`src/hw/rtl/tcpq_pkg.sv`:
```
// Package for the three-class priority queue.
// Holds item types, cell types, class and status codes and fixed widths.
// No dependencies.
package tcpq_pkg;

    // fixed sizes
    localparam int NUM_CLASSES   = 3;
    localparam int CLASS_DEPTH   = 16;   // default entries per class
    localparam int PAYLOAD_BITS  = 32;
    localparam int CLS_W         = 2;
    localparam int STATUS_W      = 2;
    localparam int TOTAL_W       = 6;

    // commands
    localparam logic CMD_PUSH = 1'b0;
    localparam logic CMD_POP  = 1'b1;

    // classes, highest priority first
    localparam logic [CLS_W-1:0] CLS_EXPRESS  = 2'd0;
    localparam logic [CLS_W-1:0] CLS_STANDARD = 2'd1;
    localparam logic [CLS_W-1:0] CLS_FREE     = 2'd2;

    // status codes
    localparam logic [STATUS_W-1:0] ST_OK    = 2'd0;
    localparam logic [STATUS_W-1:0] ST_FULL  = 2'd1;
    localparam logic [STATUS_W-1:0] ST_EMPTY = 2'd2;

    // input item
    typedef struct packed {
        logic                    cmd;
        logic [CLS_W-1:0]        prio_class;
        logic [PAYLOAD_BITS-1:0] payload;
    } t_in;

    // result item
    typedef struct packed {
        logic                    pop_valid;
        logic [CLS_W-1:0]        pop_class;
        logic [PAYLOAD_BITS-1:0] pop_payload;
        logic [STATUS_W-1:0]     status;
        logic [TOTAL_W-1:0]      total_count;
    } t_out;

    // contents of one cell
    typedef struct packed {
        logic                    vld;
        logic [CLS_W-1:0]        cls;
        logic [PAYLOAD_BITS-1:0] payload;
    } t_entry;

    // command broadcast to every cell
    typedef struct packed {
        logic                    push;
        logic                    pop;
        logic [CLS_W-1:0]        cls;
        logic [PAYLOAD_BITS-1:0] payload;
    } t_cell_ctl;

endpackage

```
`src/hw/rtl/three_class_priority_queue_top.sv`:
```
// Three-class strict priority queue, top level.
// Built from a chain of tcpq_cell instances and per-class fill counters.
// Depends on tcpq_pkg and tcpq_cell.
//
// Usage:
//   Input channel i_in_valid / o_in_stall carries a t_in item: a push of a
//   payload into class express, standard or free (class 3 counts as free),
//   or a pop. Output channel o_out_valid / i_out_stall returns one t_out
//   result per item: popped record, status and the entries held afterwards.
//   The queue is a row of 3*CLASS_DEPTH cells kept sorted by class, oldest
//   first within a class; cell 0 is always the next record to pop. A push
//   opens a gap behind the last entry of its class, a pop shifts every cell
//   one place forward, both in one update of the cell row.
//   Latency: the result is registered and appears the cycle after the item
//   is accepted. Throughput: one item per cycle while the output is not
//   stalled, set by the single update of the cell row per cycle.
//   While a result waits under i_out_stall, o_in_stall is raised; an item
//   may still be accepted in the cycle the waiting result is taken.
//   Reset (i_rst_n low, synchronous) empties every cell and clears the class
//   counters and the output valid flag; no clearing pass is needed.
module three_class_priority_queue_top #(
    parameter int CLASS_DEPTH = tcpq_pkg::CLASS_DEPTH
) (
    input  logic           i_clk,
    input  logic           i_rst_n,
    input  logic           i_in_valid,
    output logic           o_in_stall,
    input  tcpq_pkg::t_in  i_in_item,
    output logic           o_out_valid,
    input  logic           i_out_stall,
    output tcpq_pkg::t_out o_out_item
);

    localparam int NCELLS = tcpq_pkg::NUM_CLASSES * CLASS_DEPTH;
    localparam int CNT_W  = $clog2(CLASS_DEPTH + 1);
    localparam int SUM_W  = CNT_W + 2;
    localparam logic [CNT_W-1:0] CNT_FULL = CNT_W'(CLASS_DEPTH);

    tcpq_pkg::t_entry    w_ent [NCELLS];
    tcpq_pkg::t_entry    w_left [NCELLS];
    tcpq_pkg::t_entry    w_right [NCELLS];
    tcpq_pkg::t_cell_ctl ctl;

    logic [CNT_W-1:0] r_cnt [tcpq_pkg::NUM_CLASSES];
    logic [CNT_W-1:0] n_cnt [tcpq_pkg::NUM_CLASSES];
    tcpq_pkg::t_out   r_out;
    tcpq_pkg::t_out   n_out;
    logic             r_out_vld;

    logic                       accept;
    logic                       is_pop;
    logic [tcpq_pkg::CLS_W-1:0] push_cls;
    logic                       push_ok;
    logic                       pop_ok;
    logic [SUM_W-1:0]           cur_total;
    logic [SUM_W-1:0]           new_total;

    // handshake: take an item whenever the output register is free or leaving
    assign o_in_stall  = r_out_vld && i_out_stall;
    assign accept      = i_in_valid && !o_in_stall;
    assign o_out_valid = r_out_vld;
    assign o_out_item  = r_out;

    // decode; out-of-range class saturates to free
    assign is_pop   = (i_in_item.cmd == tcpq_pkg::CMD_POP);
    assign push_cls = (i_in_item.prio_class > tcpq_pkg::CLS_FREE) ?
                      tcpq_pkg::CLS_FREE : i_in_item.prio_class;
    assign push_ok  = accept && !is_pop && (r_cnt[push_cls] != CNT_FULL);
    assign pop_ok   = accept && is_pop && w_ent[0].vld;

    // broadcast to the cells
    always_comb begin
        ctl.push    = push_ok;
        ctl.pop     = pop_ok;
        ctl.cls     = push_cls;
        ctl.payload = i_in_item.payload;
    end

    // neighbour wiring; the front cell sees an always-ahead entry on its left
    always_comb begin
        for (int i = 0; i < NCELLS; i++) begin
            if (i == 0) begin
                w_left[i].vld     = 1'b1;
                w_left[i].cls     = tcpq_pkg::CLS_EXPRESS;
                w_left[i].payload = '0;
            end else begin
                w_left[i] = w_ent[i-1];
            end
            if (i == NCELLS - 1) begin
                w_right[i] = '0;
            end else begin
                w_right[i] = w_ent[i+1];
            end
        end
    end

    // the cell chain
    for (genvar g = 0; g < NCELLS; g++) begin : g_cell
        tcpq_cell u_cell (
            .i_clk   (i_clk),
            .i_rst_n (i_rst_n),
            .i_ctl   (ctl),
            .i_left  (w_left[g]),
            .i_right (w_right[g]),
            .o_entry (w_ent[g])
        );
    end

    // per-class counters
    always_comb begin
        for (int c = 0; c < tcpq_pkg::NUM_CLASSES; c++) begin
            n_cnt[c] = r_cnt[c];
            if (push_ok && (push_cls == tcpq_pkg::CLS_W'(c))) begin
                n_cnt[c] = r_cnt[c] + CNT_W'(1);
            end
            if (pop_ok && (w_ent[0].cls == tcpq_pkg::CLS_W'(c))) begin
                n_cnt[c] = r_cnt[c] - CNT_W'(1);
            end
        end
    end

    always_ff @(posedge i_clk) begin
        if (!i_rst_n) begin
            for (int c = 0; c < tcpq_pkg::NUM_CLASSES; c++) begin
                r_cnt[c] <= '0;
            end
        end else begin
            r_cnt <= n_cnt;
        end
    end

    assign cur_total = SUM_W'(r_cnt[0]) + SUM_W'(r_cnt[1]) + SUM_W'(r_cnt[2]);
    assign new_total = SUM_W'(n_cnt[0]) + SUM_W'(n_cnt[1]) + SUM_W'(n_cnt[2]);

    // result of the current item
    always_comb begin
        n_out.pop_valid   = pop_ok;
        n_out.pop_class   = pop_ok ? w_ent[0].cls : tcpq_pkg::CLS_EXPRESS;
        n_out.pop_payload = pop_ok ? w_ent[0].payload : '0;
        n_out.total_count = tcpq_pkg::TOTAL_W'(new_total);
        if (is_pop) begin
            n_out.status = w_ent[0].vld ? tcpq_pkg::ST_OK : tcpq_pkg::ST_EMPTY;
        end else begin
            n_out.status = (r_cnt[push_cls] == CNT_FULL) ?
                           tcpq_pkg::ST_FULL : tcpq_pkg::ST_OK;
        end
    end

    // output register
    always_ff @(posedge i_clk) begin
        if (!i_rst_n) begin
            r_out_vld <= 1'b0;
        end else if (accept) begin
            r_out_vld <= 1'b1;
        end else if (!i_out_stall) begin
            r_out_vld <= 1'b0;
        end
    end

    always_ff @(posedge i_clk) begin
        if (accept) begin
            r_out <= n_out;
        end
    end

    // front cell holds an entry exactly when the counters say the queue is not empty
    a_front_matches_count: assert property (@(posedge i_clk) disable iff (!i_rst_n)
        w_ent[0].vld == (cur_total != '0))
        else $error("front cell disagrees with class counters");

    // a pop on an empty queue reports empty and returns nothing
    a_empty_pop: assert property (@(posedge i_clk) disable iff (!i_rst_n)
        (accept && is_pop && !w_ent[0].vld) |=>
        (r_out.status == tcpq_pkg::ST_EMPTY) && !r_out.pop_valid)
        else $error("empty pop not flagged");

    // an accepted item always leaves a result waiting
    a_result_follows: assert property (@(posedge i_clk) disable iff (!i_rst_n)
        accept |=> r_out_vld)
        else $error("accepted item produced no result");

    // no class counter ever exceeds its class depth
    a_count_bound: assert property (@(posedge i_clk) disable iff (!i_rst_n)
        (r_cnt[0] <= CNT_FULL) && (r_cnt[1] <= CNT_FULL) && (r_cnt[2] <= CNT_FULL))
        else $error("class counter overflow");

endmodule

```
`src/hw/rtl/tcpq_cell.sv`:
```
// One cell of the sorted queue chain.
// Holds one entry; shifts towards the front on a pop, makes room on a push.
// Depends on tcpq_pkg.
module tcpq_cell (
    input  logic                i_clk,
    input  logic                i_rst_n,
    input  tcpq_pkg::t_cell_ctl i_ctl,
    input  tcpq_pkg::t_entry    i_left,
    input  tcpq_pkg::t_entry    i_right,
    output tcpq_pkg::t_entry    o_entry
);

    tcpq_pkg::t_entry r_entry;
    tcpq_pkg::t_entry n_entry;
    logic             self_stays;
    logic             left_stays;

    // entries of the same or a higher class stay ahead of a new push
    assign self_stays = r_entry.vld && (r_entry.cls <= i_ctl.cls);
    assign left_stays = i_left.vld  && (i_left.cls  <= i_ctl.cls);

    // next contents
    always_comb begin
        n_entry = r_entry;
        if (i_ctl.pop) begin
            n_entry = i_right;
        end else if (i_ctl.push) begin
            if (self_stays) begin
                n_entry = r_entry;
            end else if (left_stays) begin
                n_entry.vld     = 1'b1;
                n_entry.cls     = i_ctl.cls;
                n_entry.payload = i_ctl.payload;
            end else begin
                n_entry = i_left;
            end
        end
    end

    // valid flag under reset; class and payload carry no reset
    always_ff @(posedge i_clk) begin
        r_entry.cls     <= n_entry.cls;
        r_entry.payload <= n_entry.payload;
        if (!i_rst_n) begin
            r_entry.vld <= 1'b0;
        end else begin
            r_entry.vld <= n_entry.vld;
        end
    end

    assign o_entry = r_entry;

endmodule
```
`config.mk`:
```
export PLATFORM = sky130hd
export DESIGN_NAME = three_class_priority_queue_top
export DESIGN_NICKNAME = d
export VERILOG_FILES = /design/src/hw/rtl/tcpq_pkg.sv /design/src/hw/rtl/three_class_priority_queue_top.sv /design/src/hw/rtl/tcpq_cell.sv
export SDC_FILE = /design/constraint.sdc
export NUM_CORES = 2
export LEC_CHECK = 0
export BUFFER_PORTS_ARGS = -buffer_cell sky130_fd_sc_hd__buf_2
export CAP_MARGIN = 30
export CELL_PAD_IN_SITES_DETAIL_PLACEMENT = 1
export CELL_PAD_IN_SITES_GLOBAL_PLACEMENT = 2
export CORE_ASPECT_RATIO = 0.8
export CORE_MARGIN = 1
export CORE_UTILIZATION = 40
export CTS_CLUSTER_SIZE = 28
export DETAILED_ROUTE_END_ITERATION = 6
export HOLD_SLACK_MARGIN = 0.08
export PLACE_DENSITY_LB_ADDON = 0.1
export SYNTH_ARGS = -nofsm -noshare
export SYNTH_HDL_FRONTEND = slang
export SYNTH_SLANG_ARGS = --single-unit
```
`constraint.sdc`:
```
create_clock -name i_clk -period 6.7 [get_ports i_clk]
set_clock_uncertainty 0.2 [all_clocks]
set_input_delay 1.675 -clock i_clk [delete_from_list [all_inputs] [get_ports i_clk]]
set_output_delay 1.675 -clock i_clk [all_outputs]
set_load 0.02 [all_outputs]
```
==> qor.csv <==
metric;value;unit
antenna_left;0;
die_w;533;um
regArea;51200;sq um
synth_top_family_by_area;multiplexers;
clkSinkCount;1739;
required;7.08;ns
start_util;40.4;%
final.setup.tns;0;ns
multi_input_area;35400;sq um
grt_pass1_wl;434000;um
cts-resized-gates;0;
cpPeakStageDelay;0.59;ns
antenna_found_initial;2;
syn_area_per_cell;11.1;sq um
syn_inst;8121;
syn_nets;8270;
grt_pass1_vias;65300;
clock.fmax;205;MHz
worst-path-max-fanout;52;
async_flop_share;0;%
min_period_over_period;72.7;%
total_leakage_power;41.6;nW
critPathSlowestCell;buf_4;
io_buffers;83;
status;finished, final reports clean;
ctsHoldBuffers;0;
totalWireLength;289000;um
drt-vias-per-instance;5.71;
grt_overflow;0;
hold_viol;0;
crit_cells;12;
synth_compound_area_share;10.4;%
grt_busiest_layer;met1;
yosysUniqueCellTypes;66;
grt.total_usage;25.0;%
fillers;23900;
min_path_type;flop to flop;
max_slew_margin;33.3;%
rows;155;
synth_simple_gate_area_share;9.17;%
setup_viol;0;
nets;8040;
hpwl;187000;um
crit_chain;buf_4 -> buf_4 -> nand2b_4 -> inv_4 -> buf_4 -> ha_1 -> nand2_1 -> o21ai_0 -> nand2_2 -> buf_4 -> mux2i_1 -> o21ai_0;
syn_to_final_growth;9.82;%
post_cts_buffers;0;
cts_max_level;4;
drt-initial-drc-count;5557;
critPathBufInv;5;
grt_start_max_net_pins;196;
crit_top_cell;buf_4;
max-vdd-ir-drop;185;uV
worstSetupEndpointType;flop;
regToRegSetupSlack;2.51;ns
wire_per_inst;26.2;um
drc_errors;0;
met2_usage;37.1;%
cp_top_family;buffers and inverters;
synth_xor_area_share;0.116;%
io_pins;84;
ys_seq_area_share;56.7;%
path_class;input pin to flop;
cp-start-kind;input pin;
finalHoldWorstSlack;0.306;ns
worstHoldPathCells;2;
cts_tree;done;
clk_path_buf_depth;4;
drive_gt1_share;8.33;%
yosys_warnings;0;
fp.dieArea;228000;sq um
coreArea;224000;sq um
synth_seq_cells;1739;
gp_congestion;0.796;
drv_slew;0;
syn_area;90300;sq um
p_per_area;278;nW/um^2
grtUsageMet1;38.3;%
synth_mux_area_share;17.8;%
ctsRootBufferMaster;clkbuf_16;
arrival;5.25;ns
clkSlewWorstSetupHoldPaths;0.06;ns
dieHeight;427;um
r2r_cells;7;
rsz0062_at_grt;no;
worstMarginPinSlew;1.00;ns
drv_cap;0;
clock_latency;0.87;ns
synth_edf_count;1641;
synthFlopType;edfxtp_1;
period_minus_slack;4.87;ns
grt_use_met3;3.20;%
dr.pass1.iters;5;
synth_fa_ha_area_share;1.57;%
vias;63000;
cts_buffers;200;
==> kinds of logic (layout without fill, tap and decap cells) <==
logic type	Yosys count	count (layout)
AND/OR/NAND/NOR	2088	2088
XOR/XNOR	12	12
flip-flops	1739	1739
buffers and inverters	795	721
other	0	1
multiplexers	1605	1605
AO/OA/AOI/OAI	1772	1772
adder cells (fa/ha/maj)	110	110
==> report_power, final <==
group          internal, mW  switching [mW]  leakage (nW)
Sequential             13.1           0.610          16.2
Clock                  6.08            4.62          3.02
Combinational          1.13            2.10          22.3
Total                  20.3            7.33          41.6
==> layout make-up <==
cell class                 instances  area share, %
inverter                          69          0.272
multi-input combinational       5587           35.7
antenna                            1        0.00252
tap                             2983           3.76
timing repair buffer             294           2.38
sequential                      1739           51.7
clock inverter                    81          0.662
clock buffer                     277           5.53
==> routing by layer <==
layer,part of all wire [%],vias to the layer above
met5,0.0024,-
met2,42,1416
met3,5.2,329
li1,-,28900
met1,50,32400
met4,2.2,2
==> cell usage after synthesis, types with 8 or more instances <==
library cell	n	area [sq um]
nand2_2	9	56.3
o221a_2	41	462
buf_4	77	578
dfxtp_1	98	1960
o21ai_1	244	1220
clkbuf_1	376	1410
nor2b_1	46	288
a211oi_1	38	285
a31oi_1	35	219
nor2_1	103	387
nand2_1	1805	6780
inv_1	66	248
buf_2	236	1180
buf_6	29	327
nand3_1	49	245
mux2i_1	1604	16100
edfxtp_1	1641	49300
buf_1	8	30.0
o21ai_0	1374	6880
and2_1	36	225
a21oi_1	9	45.0
ha_1	104	1300
==> worst paths after layout <==
path,startpoint,end
setup / recovery,i_in_item[33],g_cell[10].u_cell.o_entry[18]$_DFFE_PP_
hold / removal,r_cnt[14]$_SDFF_PN0_,r_cnt[14]$_SDFF_PN0_
setup reg to reg,o_out_valid$_SDFFE_PN0P_,g_cell[30].u_cell.o_entry[3]$_DFFE_PP_
hold reg to reg,r_cnt[14]$_SDFF_PN0_,r_cnt[14]$_SDFF_PN0_
==> registers in the layout, summed over array words and instances (netlist names) <==
register	count
r_cnt	15
o_out_valid	1
g_cell.u_cell.o_entry	1680
o_out_item	43
==> layout by cell type, fill, tap and decap left out, types with 5 or more instances in the layout <==
cell / synthesis / layout
fa_1: 6 / 6
ha_1: 104 / 104
nand2_1: 1805 / 1768
a211oi_1: 38 / 38
buf_4: 77 / 184
clkbuf_8: 0 / 13
a21o_1: 7 / 6
o21ai_0: 1374 / 1374
nor2_1: 103 / 103
mux2i_1: 1604 / 1604
o21ai_1: 244 / 244
buf_12: 0 / 27
nor3_1: 7 / 7
nand2b_1: 5 / 5
nand2_2: 9 / 46
bufinv_16: 0 / 10
clkbuf_16: 0 / 203
clkinv_2: 0 / 32
edfxtp_1: 1641 / 1641
a21oi_1: 9 / 8
nand3_1: 49 / 49
dfxtp_1: 98 / 98
clkinv_1: 0 / 34
a31oi_1: 35 / 35
inv_1: 66 / 64
xor2_1: 5 / 5
clkbuf_1: 376 / 61
o221a_2: 41 / 41
nor2b_1: 46 / 46
xnor2_1: 7 / 7
buf_2: 236 / 82
and2_1: 36 / 35
==> worst reg2reg max path, delay by kind of cell (launching register included) <==
family                 cells  cell delay [ns]
DFF                        1             0.32
buffers and inverters      4             2.15
AOI/OAI and AO/OA          2             0.68
and+or+nand+nor            1             0.56
==> per-stage QoR <==
stage	area [sq um]	std cells	power, mW	utilization [%]	setup slack, ns
2_1_floorplan	90300	8121	15.8	-	0.910
3_3_place_gp	93000	10700	17.0	41.6	1.00
3_5_place_dp	93000	10700	17.1	41.6	0.965
4_1_cts	99200	11000	27.9	44.3	1.89
5_1_grt	99200	11000	28.6	44.3	1.71
6_report	99200	11000	27.6	44.3	1.83
Note: power is estimated with default switching activity, not from simulation.
